==> config.mk <==
export PLATFORM = sky130hd
export DESIGN_NAME = psd_segment_unpacker
export DESIGN_NICKNAME = d
export VERILOG_FILES = /design/src/sv/psu_pkg.sv /design/src/sv/psu_front.sv /design/src/sv/psu_queue.sv /design/src/sv/psu_back.sv /design/src/sv/psd_segment_unpacker.sv
export SDC_FILE = /design/constraint.sdc
export NUM_CORES = 1
export LEC_CHECK = 0
export BUFFER_PORTS_ARGS = -buffer_cell sky130_fd_sc_hd__clkbuf_2
export CAP_MARGIN = 20
export CORE_ASPECT_RATIO = 0.6
export CORE_MARGIN = 1.5
export CORE_UTILIZATION = 62
export DETAILED_ROUTE_END_ITERATION = 10
export GPL_ROUTABILITY_DRIVEN = 0
export PLACE_DENSITY_LB_ADDON = 0.1
export SYNTH_ARGS = -nofsm -noshare
export SYNTH_HDL_FRONTEND = slang
export SYNTH_HIERARCHICAL = 1
export SYNTH_SLANG_ARGS = --single-unit
==> constraint.sdc <==
create_clock -name clk_i -period 8.63 [get_ports clk_i]
set_input_delay 0.863 -clock clk_i [delete_from_list [all_inputs] [get_ports clk_i]]
set_output_delay 0.863 -clock clk_i [all_outputs]
set_load 0.005 [all_outputs]
==> src/sv/psu_pkg.sv <==
package psu_pkg;

  // Word and record field widths.
  localparam int unsigned WORD_W   = 16;
  localparam int unsigned KIND_W   = 2;
  localparam int unsigned CHIP_W   = 8;
  localparam int unsigned CHAN_W   = 3;
  localparam int unsigned AMP_W    = 12;
  localparam int unsigned USED_W   = 17;
  localparam int unsigned GROUPS_W = 14;
  localparam int unsigned LEFT_W   = 13;

  // A header count above this marks an error report segment.
  localparam logic [WORD_W-1:0] ERROR_LIMIT = 16'd4095;

  // Defaults for the top-level parameters.
  localparam int unsigned VALUE_BITS_DEF  = 12;
  localparam int unsigned QUEUE_DEPTH_DEF = 4;

  // Reciprocal of five for a 16-bit dividend: (w * 52429) >> 18 is exact.
  localparam logic [WORD_W-1:0] RECIP5     = 16'd52429;
  localparam int unsigned       RECIP5_SHR = 18;

  typedef enum logic [KIND_W-1:0] {
    KIND_HIT     = 2'd0,
    KIND_END     = 2'd1,
    KIND_END_ERR = 2'd2
  } kind_e;

  // Work handed from the parser to the record builder.
  typedef enum logic [2:0] {
    OP_TAG,
    OP_AMP,
    OP_HIT,
    OP_END_NORM,
    OP_END_ERR
  } op_e;

  typedef enum logic [1:0] {
    SEL_A,
    SEL_B,
    SEL_C
  } amp_sel_e;

  typedef struct packed {
    op_e                 op;
    amp_sel_e            sel;
    logic [WORD_W-1:0]   word;
    logic [USED_W-1:0]   used;
  } entry_t;

endpackage

==> src/sv/psu_front.sv <==
module psu_front (
  input  logic              clk_i,
  input  logic              rst_ni,
  input  logic              in_valid_i,
  output logic              in_ready_o,
  input  logic [15:0]       data_word_i,
  input  logic              first_word_i,
  input  logic              start_odd_i,
  output logic              push_valid_o,
  input  logic              push_ready_i,
  output psu_pkg::entry_t   push_entry_o
);

  typedef enum logic [2:0] {
    PH_IDLE,
    PH_COUNT_HI,
    PH_ERR_SKIP,
    PH_CHAN_COUNT,
    PH_STAMP,
    PH_GROUP,
    PH_PAD
  } phase_e;

  phase_e                            phase_q, phase_d;
  logic [psu_pkg::LEFT_W-1:0]        left_q, left_d;
  logic [2:0]                        gpos_q, gpos_d;
  logic [psu_pkg::GROUPS_W-1:0]      groups_q, groups_d;
  logic                              parity_q, parity_d;
  logic [psu_pkg::WORD_W-1:0]        header_q, header_d;
  logic [psu_pkg::USED_W-1:0]        used_q, used_d;

  logic                              accept;
  logic [psu_pkg::LEFT_W-1:0]        left_dec;
  logic [psu_pkg::GROUPS_W-1:0]      groups_dec;
  logic [psu_pkg::LEFT_W-1:0]        pad_words;
  logic [2*psu_pkg::WORD_W-1:0]      quot_prod;
  logic [psu_pkg::USED_W-1:0]        used_inc;

  assign in_ready_o = push_ready_i;
  assign accept     = in_valid_i && push_ready_i;

  assign left_dec   = (left_q != '0) ? left_q - 1'b1 : left_q;
  assign groups_dec = (groups_q != '0) ? groups_q - 1'b1 : groups_q;
  assign used_inc   = used_q + 1'b1;
  // Padding length follows the parity of the word after the current one.
  assign pad_words  = (parity_q ^ 1'b1) ? psu_pkg::LEFT_W'(3) : psu_pkg::LEFT_W'(2);
  assign quot_prod  = data_word_i * psu_pkg::RECIP5;

  always_comb begin
    phase_d  = phase_q;
    left_d   = left_q;
    gpos_d   = gpos_q;
    groups_d = groups_q;
    parity_d = parity_q;
    header_d = header_q;
    used_d   = used_q;

    push_valid_o       = 1'b0;
    push_entry_o.op    = psu_pkg::OP_TAG;
    push_entry_o.sel   = psu_pkg::SEL_A;
    push_entry_o.word  = data_word_i;
    push_entry_o.used  = used_inc;

    if (accept) begin
      if (first_word_i) begin
        header_d = data_word_i;
        used_d   = psu_pkg::USED_W'(1);
        parity_d = ~start_odd_i;
        left_d   = '0;
        gpos_d   = '0;
        groups_d = '0;
        phase_d  = PH_COUNT_HI;
      end else if (phase_q != PH_IDLE) begin
        used_d   = used_inc;
        parity_d = ~parity_q;
        case (phase_q)
          PH_COUNT_HI: begin
            if (header_q > psu_pkg::ERROR_LIMIT) begin
              left_d  = {header_q[11:0], 1'b1};
              phase_d = PH_ERR_SKIP;
            end else begin
              phase_d = PH_CHAN_COUNT;
            end
          end
          PH_ERR_SKIP: begin
            left_d = left_dec;
            if (left_dec == '0) begin
              push_valid_o      = 1'b1;
              push_entry_o.op   = psu_pkg::OP_END_ERR;
              push_entry_o.word = header_q;
              phase_d           = PH_IDLE;
            end
          end
          PH_CHAN_COUNT: begin
            groups_d = quot_prod[psu_pkg::RECIP5_SHR +: psu_pkg::GROUPS_W];
            left_d   = psu_pkg::LEFT_W'(4);
            phase_d  = PH_STAMP;
          end
          PH_STAMP: begin
            left_d = left_dec;
            if (left_dec == '0) begin
              if (groups_q != '0) begin
                gpos_d  = '0;
                phase_d = PH_GROUP;
              end else begin
                left_d  = pad_words;
                phase_d = PH_PAD;
              end
            end
          end
          PH_GROUP: begin
            push_valid_o = 1'b1;
            case (gpos_q)
              3'd0: begin
                push_entry_o.op = psu_pkg::OP_TAG;
                gpos_d          = 3'd1;
              end
              3'd1: begin
                push_entry_o.op  = psu_pkg::OP_AMP;
                push_entry_o.sel = psu_pkg::SEL_A;
                gpos_d           = 3'd2;
              end
              3'd2: begin
                push_entry_o.op  = psu_pkg::OP_AMP;
                push_entry_o.sel = psu_pkg::SEL_B;
                gpos_d           = 3'd3;
              end
              3'd3: begin
                push_entry_o.op  = psu_pkg::OP_AMP;
                push_entry_o.sel = psu_pkg::SEL_C;
                gpos_d           = 3'd4;
              end
              default: begin
                push_entry_o.op = psu_pkg::OP_HIT;
                gpos_d          = '0;
                groups_d        = groups_dec;
                if (groups_dec == '0) begin
                  left_d  = pad_words;
                  phase_d = PH_PAD;
                end
              end
            endcase
          end
          PH_PAD: begin
            left_d = left_dec;
            if (left_dec == '0) begin
              push_valid_o      = 1'b1;
              push_entry_o.op   = psu_pkg::OP_END_NORM;
              push_entry_o.word = header_q;
              phase_d           = PH_IDLE;
            end
          end
          default: begin
            phase_d = PH_IDLE;
          end
        endcase
      end
    end
  end

  always_ff @(posedge clk_i or negedge rst_ni) begin
    if (!rst_ni) begin
      phase_q  <= PH_IDLE;
      left_q   <= '0;
      gpos_q   <= '0;
      groups_q <= '0;
      parity_q <= 1'b0;
      header_q <= '0;
      used_q   <= '0;
    end else begin
      phase_q  <= phase_d;
      left_q   <= left_d;
      gpos_q   <= gpos_d;
      groups_q <= groups_d;
      parity_q <= parity_d;
      header_q <= header_d;
      used_q   <= used_d;
    end
  end

endmodule

==> src/sv/psu_queue.sv <==
module psu_queue #(
  parameter int unsigned DEPTH = psu_pkg::QUEUE_DEPTH_DEF
) (
  input  logic              clk_i,
  input  logic              rst_ni,
  input  logic              push_valid_i,
  output logic              push_ready_o,
  input  psu_pkg::entry_t   push_entry_i,
  output logic              pop_valid_o,
  input  logic              pop_ready_i,
  output psu_pkg::entry_t   pop_entry_o
);

  // DEPTH must be at least two; the block itself does not enforce this.
  localparam int unsigned PtrW = (DEPTH > 1) ? $clog2(DEPTH) : 1;
  localparam int unsigned CntW = $clog2(DEPTH + 1);
  localparam logic [PtrW-1:0] LastPtr = PtrW'(DEPTH - 1);
  localparam logic [CntW-1:0] FullCnt = CntW'(DEPTH);

  psu_pkg::entry_t   mem_q [DEPTH];
  logic [PtrW-1:0]   wr_ptr_q, rd_ptr_q;
  logic [CntW-1:0]   count_q;
  logic              do_push, do_pop;

  assign push_ready_o = (count_q != FullCnt);
  assign pop_valid_o  = (count_q != '0);
  assign pop_entry_o  = mem_q[rd_ptr_q];
  assign do_push      = push_valid_i && push_ready_o;
  assign do_pop       = pop_valid_o && pop_ready_i;

  always_ff @(posedge clk_i) begin
    if (do_push) begin
      mem_q[wr_ptr_q] <= push_entry_i;
    end
  end

  always_ff @(posedge clk_i or negedge rst_ni) begin
    if (!rst_ni) begin
      wr_ptr_q <= '0;
      rd_ptr_q <= '0;
      count_q  <= '0;
    end else begin
      if (do_push) begin
        wr_ptr_q <= (wr_ptr_q == LastPtr) ? '0 : wr_ptr_q + 1'b1;
      end
      if (do_pop) begin
        rd_ptr_q <= (rd_ptr_q == LastPtr) ? '0 : rd_ptr_q + 1'b1;
      end
      if (do_push && !do_pop) begin
        count_q <= count_q + 1'b1;
      end else if (do_pop && !do_push) begin
        count_q <= count_q - 1'b1;
      end
    end
  end

endmodule

==> src/sv/psu_back.sv <==
module psu_back #(
  parameter int unsigned VALUE_BITS = psu_pkg::VALUE_BITS_DEF
) (
  input  logic                          clk_i,
  input  logic                          rst_ni,
  input  logic                          pop_valid_i,
  output logic                          pop_ready_o,
  input  psu_pkg::entry_t               pop_entry_i,
  output logic                          out_valid_o,
  input  logic                          out_ready_i,
  output logic [psu_pkg::KIND_W-1:0]    kind_o,
  output logic [psu_pkg::CHIP_W-1:0]    chip_id_o,
  output logic [psu_pkg::CHAN_W-1:0]    channel_num_o,
  output logic [psu_pkg::AMP_W-1:0]     amp_a_o,
  output logic [psu_pkg::AMP_W-1:0]     amp_b_o,
  output logic [psu_pkg::AMP_W-1:0]     amp_c_o,
  output logic [psu_pkg::AMP_W-1:0]     hit_time_o,
  output logic [psu_pkg::WORD_W-1:0]    reported_count_o,
  output logic [psu_pkg::USED_W-1:0]    words_used_o
);

  // Only the low bits that survive both the value cut and the field width are kept.
  localparam int unsigned HoldW = (VALUE_BITS < psu_pkg::AMP_W) ? VALUE_BITS : psu_pkg::AMP_W;

  logic [psu_pkg::CHIP_W-1:0]   chip_q;
  logic [psu_pkg::CHAN_W-1:0]   chan_q;
  logic [HoldW-1:0]             amp_a_q, amp_b_q, amp_c_q;
  logic                         out_valid_q;
  logic [psu_pkg::KIND_W-1:0]   kind_q;
  logic [psu_pkg::CHIP_W-1:0]   chip_out_q;
  logic [psu_pkg::CHAN_W-1:0]   chan_out_q;
  logic [psu_pkg::AMP_W-1:0]    amp_a_out_q, amp_b_out_q, amp_c_out_q, time_out_q;
  logic [psu_pkg::WORD_W-1:0]   count_out_q;
  logic [psu_pkg::USED_W-1:0]   used_out_q;

  logic                         emits;
  logic                         slot_free;
  logic                         take;
  logic [HoldW-1:0]             value;

  assign emits = (pop_entry_i.op == psu_pkg::OP_HIT) ||
                 (pop_entry_i.op == psu_pkg::OP_END_NORM) ||
                 (pop_entry_i.op == psu_pkg::OP_END_ERR);
  assign slot_free   = !out_valid_q || out_ready_i;
  assign pop_ready_o = !emits || slot_free;
  assign take        = pop_valid_i && pop_ready_o;
  assign value       = pop_entry_i.word[HoldW-1:0];

  // Partial hit held between the tag word and the last group word.
  always_ff @(posedge clk_i) begin
    if (take) begin
      case (pop_entry_i.op)
        psu_pkg::OP_TAG: begin
          chip_q <= pop_entry_i.word[12:5];
          chan_q <= pop_entry_i.word[2:0];
        end
        psu_pkg::OP_AMP: begin
          case (pop_entry_i.sel)
            psu_pkg::SEL_A: amp_a_q <= value;
            psu_pkg::SEL_B: amp_b_q <= value;
            default:        amp_c_q <= value;
          endcase
        end
        default: begin
        end
      endcase
    end
  end

  always_ff @(posedge clk_i) begin
    if (take && emits) begin
      if (pop_entry_i.op == psu_pkg::OP_HIT) begin
        kind_q      <= psu_pkg::KIND_HIT;
        chip_out_q  <= chip_q;
        chan_out_q  <= chan_q;
        amp_a_out_q <= psu_pkg::AMP_W'(amp_a_q);
        amp_b_out_q <= psu_pkg::AMP_W'(amp_b_q);
        amp_c_out_q <= psu_pkg::AMP_W'(amp_c_q);
        time_out_q  <= psu_pkg::AMP_W'(value);
        count_out_q <= '0;
        used_out_q  <= '0;
      end else begin
        kind_q      <= (pop_entry_i.op == psu_pkg::OP_END_ERR) ?
                       psu_pkg::KIND_END_ERR : psu_pkg::KIND_END;
        chip_out_q  <= '0;
        chan_out_q  <= '0;
        amp_a_out_q <= '0;
        amp_b_out_q <= '0;
        amp_c_out_q <= '0;
        time_out_q  <= '0;
        count_out_q <= pop_entry_i.word;
        used_out_q  <= pop_entry_i.used;
      end
    end
  end

  always_ff @(posedge clk_i or negedge rst_ni) begin
    if (!rst_ni) begin
      out_valid_q <= 1'b0;
    end else if (take && emits) begin
      out_valid_q <= 1'b1;
    end else if (out_ready_i) begin
      out_valid_q <= 1'b0;
    end
  end

  assign out_valid_o      = out_valid_q;
  assign kind_o           = kind_q;
  assign chip_id_o        = chip_out_q;
  assign channel_num_o    = chan_out_q;
  assign amp_a_o          = amp_a_out_q;
  assign amp_b_o          = amp_b_out_q;
  assign amp_c_o          = amp_c_out_q;
  assign hit_time_o       = time_out_q;
  assign reported_count_o = count_out_q;
  assign words_used_o     = used_out_q;

endmodule

==> src/sv/psd_segment_unpacker.sv <==
// Channel  Direction  Handshake                  Payload
// in       input      in_valid_i / in_ready_o    data_word_i, first_word_i, start_odd_i
// out      output     out_valid_o / out_ready_i  kind_o, chip_id_o, channel_num_o,
//                                                amp_a_o, amp_b_o, amp_c_o, hit_time_o,
//                                                reported_count_o, words_used_o
//
// One word is taken every cycle while the work queue has room; the parser updates
// its phase in the cycle the word is accepted.
// A record leaves through the queue and then the output register once the word
// that completes it has been accepted by the parser.
// Reset is asynchronous and active low and returns the parser to waiting for a first word.
// An output stall fills the queue; in_ready_o drops only once the queue is full.
module psd_segment_unpacker #(
  parameter int unsigned VALUE_BITS  = psu_pkg::VALUE_BITS_DEF,
  parameter int unsigned QUEUE_DEPTH = psu_pkg::QUEUE_DEPTH_DEF
) (
  input  logic                          clk_i,
  input  logic                          rst_ni,
  input  logic                          in_valid_i,
  output logic                          in_ready_o,
  input  logic [psu_pkg::WORD_W-1:0]    data_word_i,
  input  logic                          first_word_i,
  input  logic                          start_odd_i,
  output logic                          out_valid_o,
  input  logic                          out_ready_i,
  output logic [psu_pkg::KIND_W-1:0]    kind_o,
  output logic [psu_pkg::CHIP_W-1:0]    chip_id_o,
  output logic [psu_pkg::CHAN_W-1:0]    channel_num_o,
  output logic [psu_pkg::AMP_W-1:0]     amp_a_o,
  output logic [psu_pkg::AMP_W-1:0]     amp_b_o,
  output logic [psu_pkg::AMP_W-1:0]     amp_c_o,
  output logic [psu_pkg::AMP_W-1:0]     hit_time_o,
  output logic [psu_pkg::WORD_W-1:0]    reported_count_o,
  output logic [psu_pkg::USED_W-1:0]    words_used_o
);

  // The parser turns every word that matters for a record (tag, value, last group
  // word, end of segment) into one queue entry. Header, timestamp and the other
  // skipped and padding words only move the parser state and push nothing.
  logic              push_valid, push_ready;
  psu_pkg::entry_t   push_entry;
  logic              pop_valid, pop_ready;
  psu_pkg::entry_t   pop_entry;

  psu_front u_front (
    .clk_i        (clk_i),
    .rst_ni       (rst_ni),
    .in_valid_i   (in_valid_i),
    .in_ready_o   (in_ready_o),
    .data_word_i  (data_word_i),
    .first_word_i (first_word_i),
    .start_odd_i  (start_odd_i),
    .push_valid_o (push_valid),
    .push_ready_i (push_ready),
    .push_entry_o (push_entry)
  );

  // The queue decouples the parser from output stalls.
  psu_queue #(
    .DEPTH (QUEUE_DEPTH)
  ) u_queue (
    .clk_i        (clk_i),
    .rst_ni       (rst_ni),
    .push_valid_i (push_valid),
    .push_ready_o (push_ready),
    .push_entry_i (push_entry),
    .pop_valid_o  (pop_valid),
    .pop_ready_i  (pop_ready),
    .pop_entry_o  (pop_entry)
  );

  // The builder collects the tag and values of a group and loads finished
  // records into the output register; entries that only fill the hold
  // registers drain even while the output is stalled.
  psu_back #(
    .VALUE_BITS (VALUE_BITS)
  ) u_back (
    .clk_i            (clk_i),
    .rst_ni           (rst_ni),
    .pop_valid_i      (pop_valid),
    .pop_ready_o      (pop_ready),
    .pop_entry_i      (pop_entry),
    .out_valid_o      (out_valid_o),
    .out_ready_i      (out_ready_i),
    .kind_o           (kind_o),
    .chip_id_o        (chip_id_o),
    .channel_num_o    (channel_num_o),
    .amp_a_o          (amp_a_o),
    .amp_b_o          (amp_b_o),
    .amp_c_o          (amp_c_o),
    .hit_time_o       (hit_time_o),
    .reported_count_o (reported_count_o),
    .words_used_o     (words_used_o)
  );

endmodule

==> impl_metrics.yaml <==
timing:
  finalCriticalPeriod_ns: 5.90
  hold_viol: 0
  tightest_slew_ns: 1.11
  finalSetupTns_ns: 0
  final.period_utilization_pct: 68.4
  timing.clock.skew_ns: 0.0155
  slew_headroom_pct: 26.2
  rsz0062_at_grt: "false"
  setup_viol: 0
  drv_slew: 0
  timing.fmax_mhz: 169
logic_synthesis:
  synthFlopType: "edfxtp_1"
  syn-cell-area_um2: 20000
  yosys_register_bits: 368
  yosys.cell_types.count: 85
  seq_area_frac_synth_pct: 53.4
  synth_edf_count: 293
  synth-async-reset-ratio_pct: 20.4
  syn_inst: 1517
  syn_nets: 1757
  yosysWarnings: 6
  syn_avg_cell_area_um2: 13.2
clocking:
  root_buffer: "clkbuf_16"
  cts_setup_buffers: 0
  cts-htree-levels: 2
  clk_path_buf_depth: 3
  numCtsBuffers: 34
  cts_tree: "done"
  cts-resized-gates: 0
  cts_hold_buf: 0
  clkTransAtPathRegs_ns: 0.06
  clock_latency_ns: 0.53
  clock-sinks: 368
setup_path:
  crit_slowest_cell: "fa_1"
  crit_buf_inv: 5
  cp_data_required_time_ns: 9.01
  endpoint_kind: "flop"
  r2r-start: "u_front/left_q[1]$_DFFE_PN0P_"
  slowest_delay_ns: 0.59
  cp_common_cell: "fa_1"
  path_delay_family: "adder cells"
  critPathMaxFanout: 7
  start_kind: "input pin"
  path_class: "in2reg"
  cp.arrival_ns: 6.28
  path_cells: "clkbuf_2 -> ha_1 -> inv_1 -> fa_1 -> inv_1 -> fa_1 -> fa_1 -> fa_1 -> inv_1 -> fa_1 -> inv_1 -> ha_1 -> and3_1 -> and2_1 -> a21o_1 -> a21oi_1 -> a31o_2 -> o21ai_0 -> xnor2_1 -> o221ai_1"
  cp-startpoint: "data_word_i[7]"
global_route:
  grt_pass1_vias: 11800
  grt_pass1_wl_mm: 68.7
  grt_remaining_overflow: 0
  grt_usage_pct: 27.2
  antenna_found_initial: 0
  grt_max_degree: 93
place:
  dpl_cell_area_um2: 20900
  dp_hpwl_mm: 32.1
  port_buffers: 117
final_layout:
  fill_cells: 2211
  syn2layout_area_growth_pct: 10.4
  fin_nets: 1874
  utilization_pct: 70.1
  drive_above_1_share_pct: 16.5
  num_antenna_cells: 0
  finalInstanceArea_um2: 22100
power_and_ir_drop:
  power_mw: 8.02
  p_sw_mw: 3.18
  vdd_drop_max_mv: 0.283
  combPwrFrac_pct: 47.1
  power.internal_mw: 4.84
  clkPwrFrac_pct: 18.5
  power_frac_seq_pct: 34.4
  p_leak_nw: 9.28
  switching_share_pct: 39.7
  p_per_area_nw_per_um2: 364
route:
  drt-total-wl_mm: 44.4
  postRouteAntennaNets: 0
  vias_per_cell: 5.93
  drt-pass1-iter-count: 8
  drt_iter0_drc: 1351
  drc: 0
  post_drt_wl_per_cell_um: 21.4
  vias: 12300
die:
  core_um2: 31500
  dieHeight_um: 142
  ios: 118
  die_x_um: 235
  design.die.area_um2: 33400
  initial_core_util_pct: 63.5
  num_rows: 50
job:
  cap_viol_max_count: 0
status:
  status: "finished clean"
hold_path:
  worst_hold_path_type: "in2async"
## routing by layer
metal  vias to the layer above  part of all wire (%)  track usage (%)
li1                       5646                     -                -
met1                      6087                    49             44.1
met2                       522                    39             36.3
met3                        43                    10             8.18
met4                         0                   1.0             4.55
met5                         -                     0                0
## placed cells by master, fill, tap and decap left out, drive strengths merged, types with 9 or more instances in the layout
master  count
edfxtp    293
inv       204
clkbuf    158
ha        138
fa         80
nand2      79
dfrtp      75
o21ai      72
and2       66
nor2       62
nor2b      38
mux4       38
a21oi      31
nor3       27
nand3      24
mux2       24
xor2       23
xnor2      18
and3       16
buf        12
a22o       11
o31ai      11
nand2b     10
nand4      10
clkinv     10
nor4       10
o211ai      9
## registers in the layout, summed over array words and instances (netlist names), 3 cells and up
register                 count
u_queue/mem_q              152
u_back/words_used_o         17
u_front/used_q              17
u_back/reported_count_o     16
u_front/header_q            16
u_front/groups_q            14
u_front/left_q              13
u_back/amp_a_o              12
u_back/amp_a_q              12
u_back/amp_b_o              12
u_back/amp_b_q              12
u_back/amp_c_o              12
u_back/amp_c_q              12
u_back/hit_time_o           12
u_back/chip_id_o             8
u_back/chip_q                8
u_back/chan_q                3
u_back/channel_num_o         3
u_front/gpos_q               3
u_front/phase_q              3
u_queue/count_q              3
## worst paths after layout
kind,to,slack [ns],cells past startpoint
worst max register to register,u_queue/mem_q[0][6]$_DFFE_PP_,4.21,9
worst max-delay path,u_front/groups_q[8]$_DFFE_PN0P_,2.73,20
worst min register to register,u_queue/count_q[2]$_DFFE_PN0P_,0.49,1
min in group clk_i,u_queue/count_q[2]$_DFFE_PN0P_,0.49,1
max in group asynchronous,u_front/header_q[5]$_DFFE_PN0P_,7.32,2
worst min-delay path,u_queue/count_q[0]$_DFFE_PN0P_,0.20,1
## worst reg2reg max path, cell delays in order (launching register included)
cell      delay [ns]
dfrtp_1         0.43
inv_1           0.10
ha_1            0.21
or3b_2          0.55
nor4_4          0.36
o21ai_2         0.20
nor4_4          0.32
nand3_1         0.26
a21boi_0        0.52
and3_2          1.03
## power by group through the flow
stage	logic, mW	clock network (mW)	registers [mW]
floorplan	2.62	0	2.73
global placement	3.64	0	2.77
detailed placement	3.69	0	2.78
CTS	3.73	1.51	2.75
global route	4.18	1.58	2.80
finish	3.78	1.48	2.76
## cell families after synthesis
logic type	share of synthesized area (%)
and+or+nand+nor	10.6
DFF	53.4
buffers and inverters	5.10
adders and majority gates	16.7
AOI/OAI and AO/OA	6.61
muxes	5.82
xor gates and xnor gates	1.80
## cell type report
cell class                 count  area [um2]  area share (%)
clock buffer                  42         891            4.04
tap                          416         520            2.36
inverter                     200         751            3.40
sequential                   368       10700            48.4
multi-input combinational    902        8320            37.7
timing repair buffer         128         699            3.17
clock inverter                18         198           0.896
## synthesized netlist by cell type (11+ instances only)
cell,instances,area (um2)
fa_1,80,1600
o21ai_0,65,325
xor2_1,23,201
mux4_2,38,856
a21oi_1,31,155
mux2_2,22,248
nor2_1,62,233
clkbuf_1,26,97.6
and3_1,12,75.1
edfxtp_1,293,8800
xnor2_1,18,158
nor3_1,25,125
and2_1,65,407
ha_1,138,1730
a22o_1,11,96.3
nor2b_1,38,238
nand2_1,79,297
nand3_1,24,120
dfrtp_1,75,1880
inv_1,200,751
## stage by stage
stage                     instances  hold WS, ns  setup slack (ns)
after CTS                      2071        0.195              2.77
final                          2074        0.199              2.73
after global placement         2011        0.465              2.36
after detailed placement       2011        0.483              2.20
after floorplan                1517        0.447              2.46
after global routing           2074        0.205              2.55
Note: power is estimated with default switching activity, not from simulation.
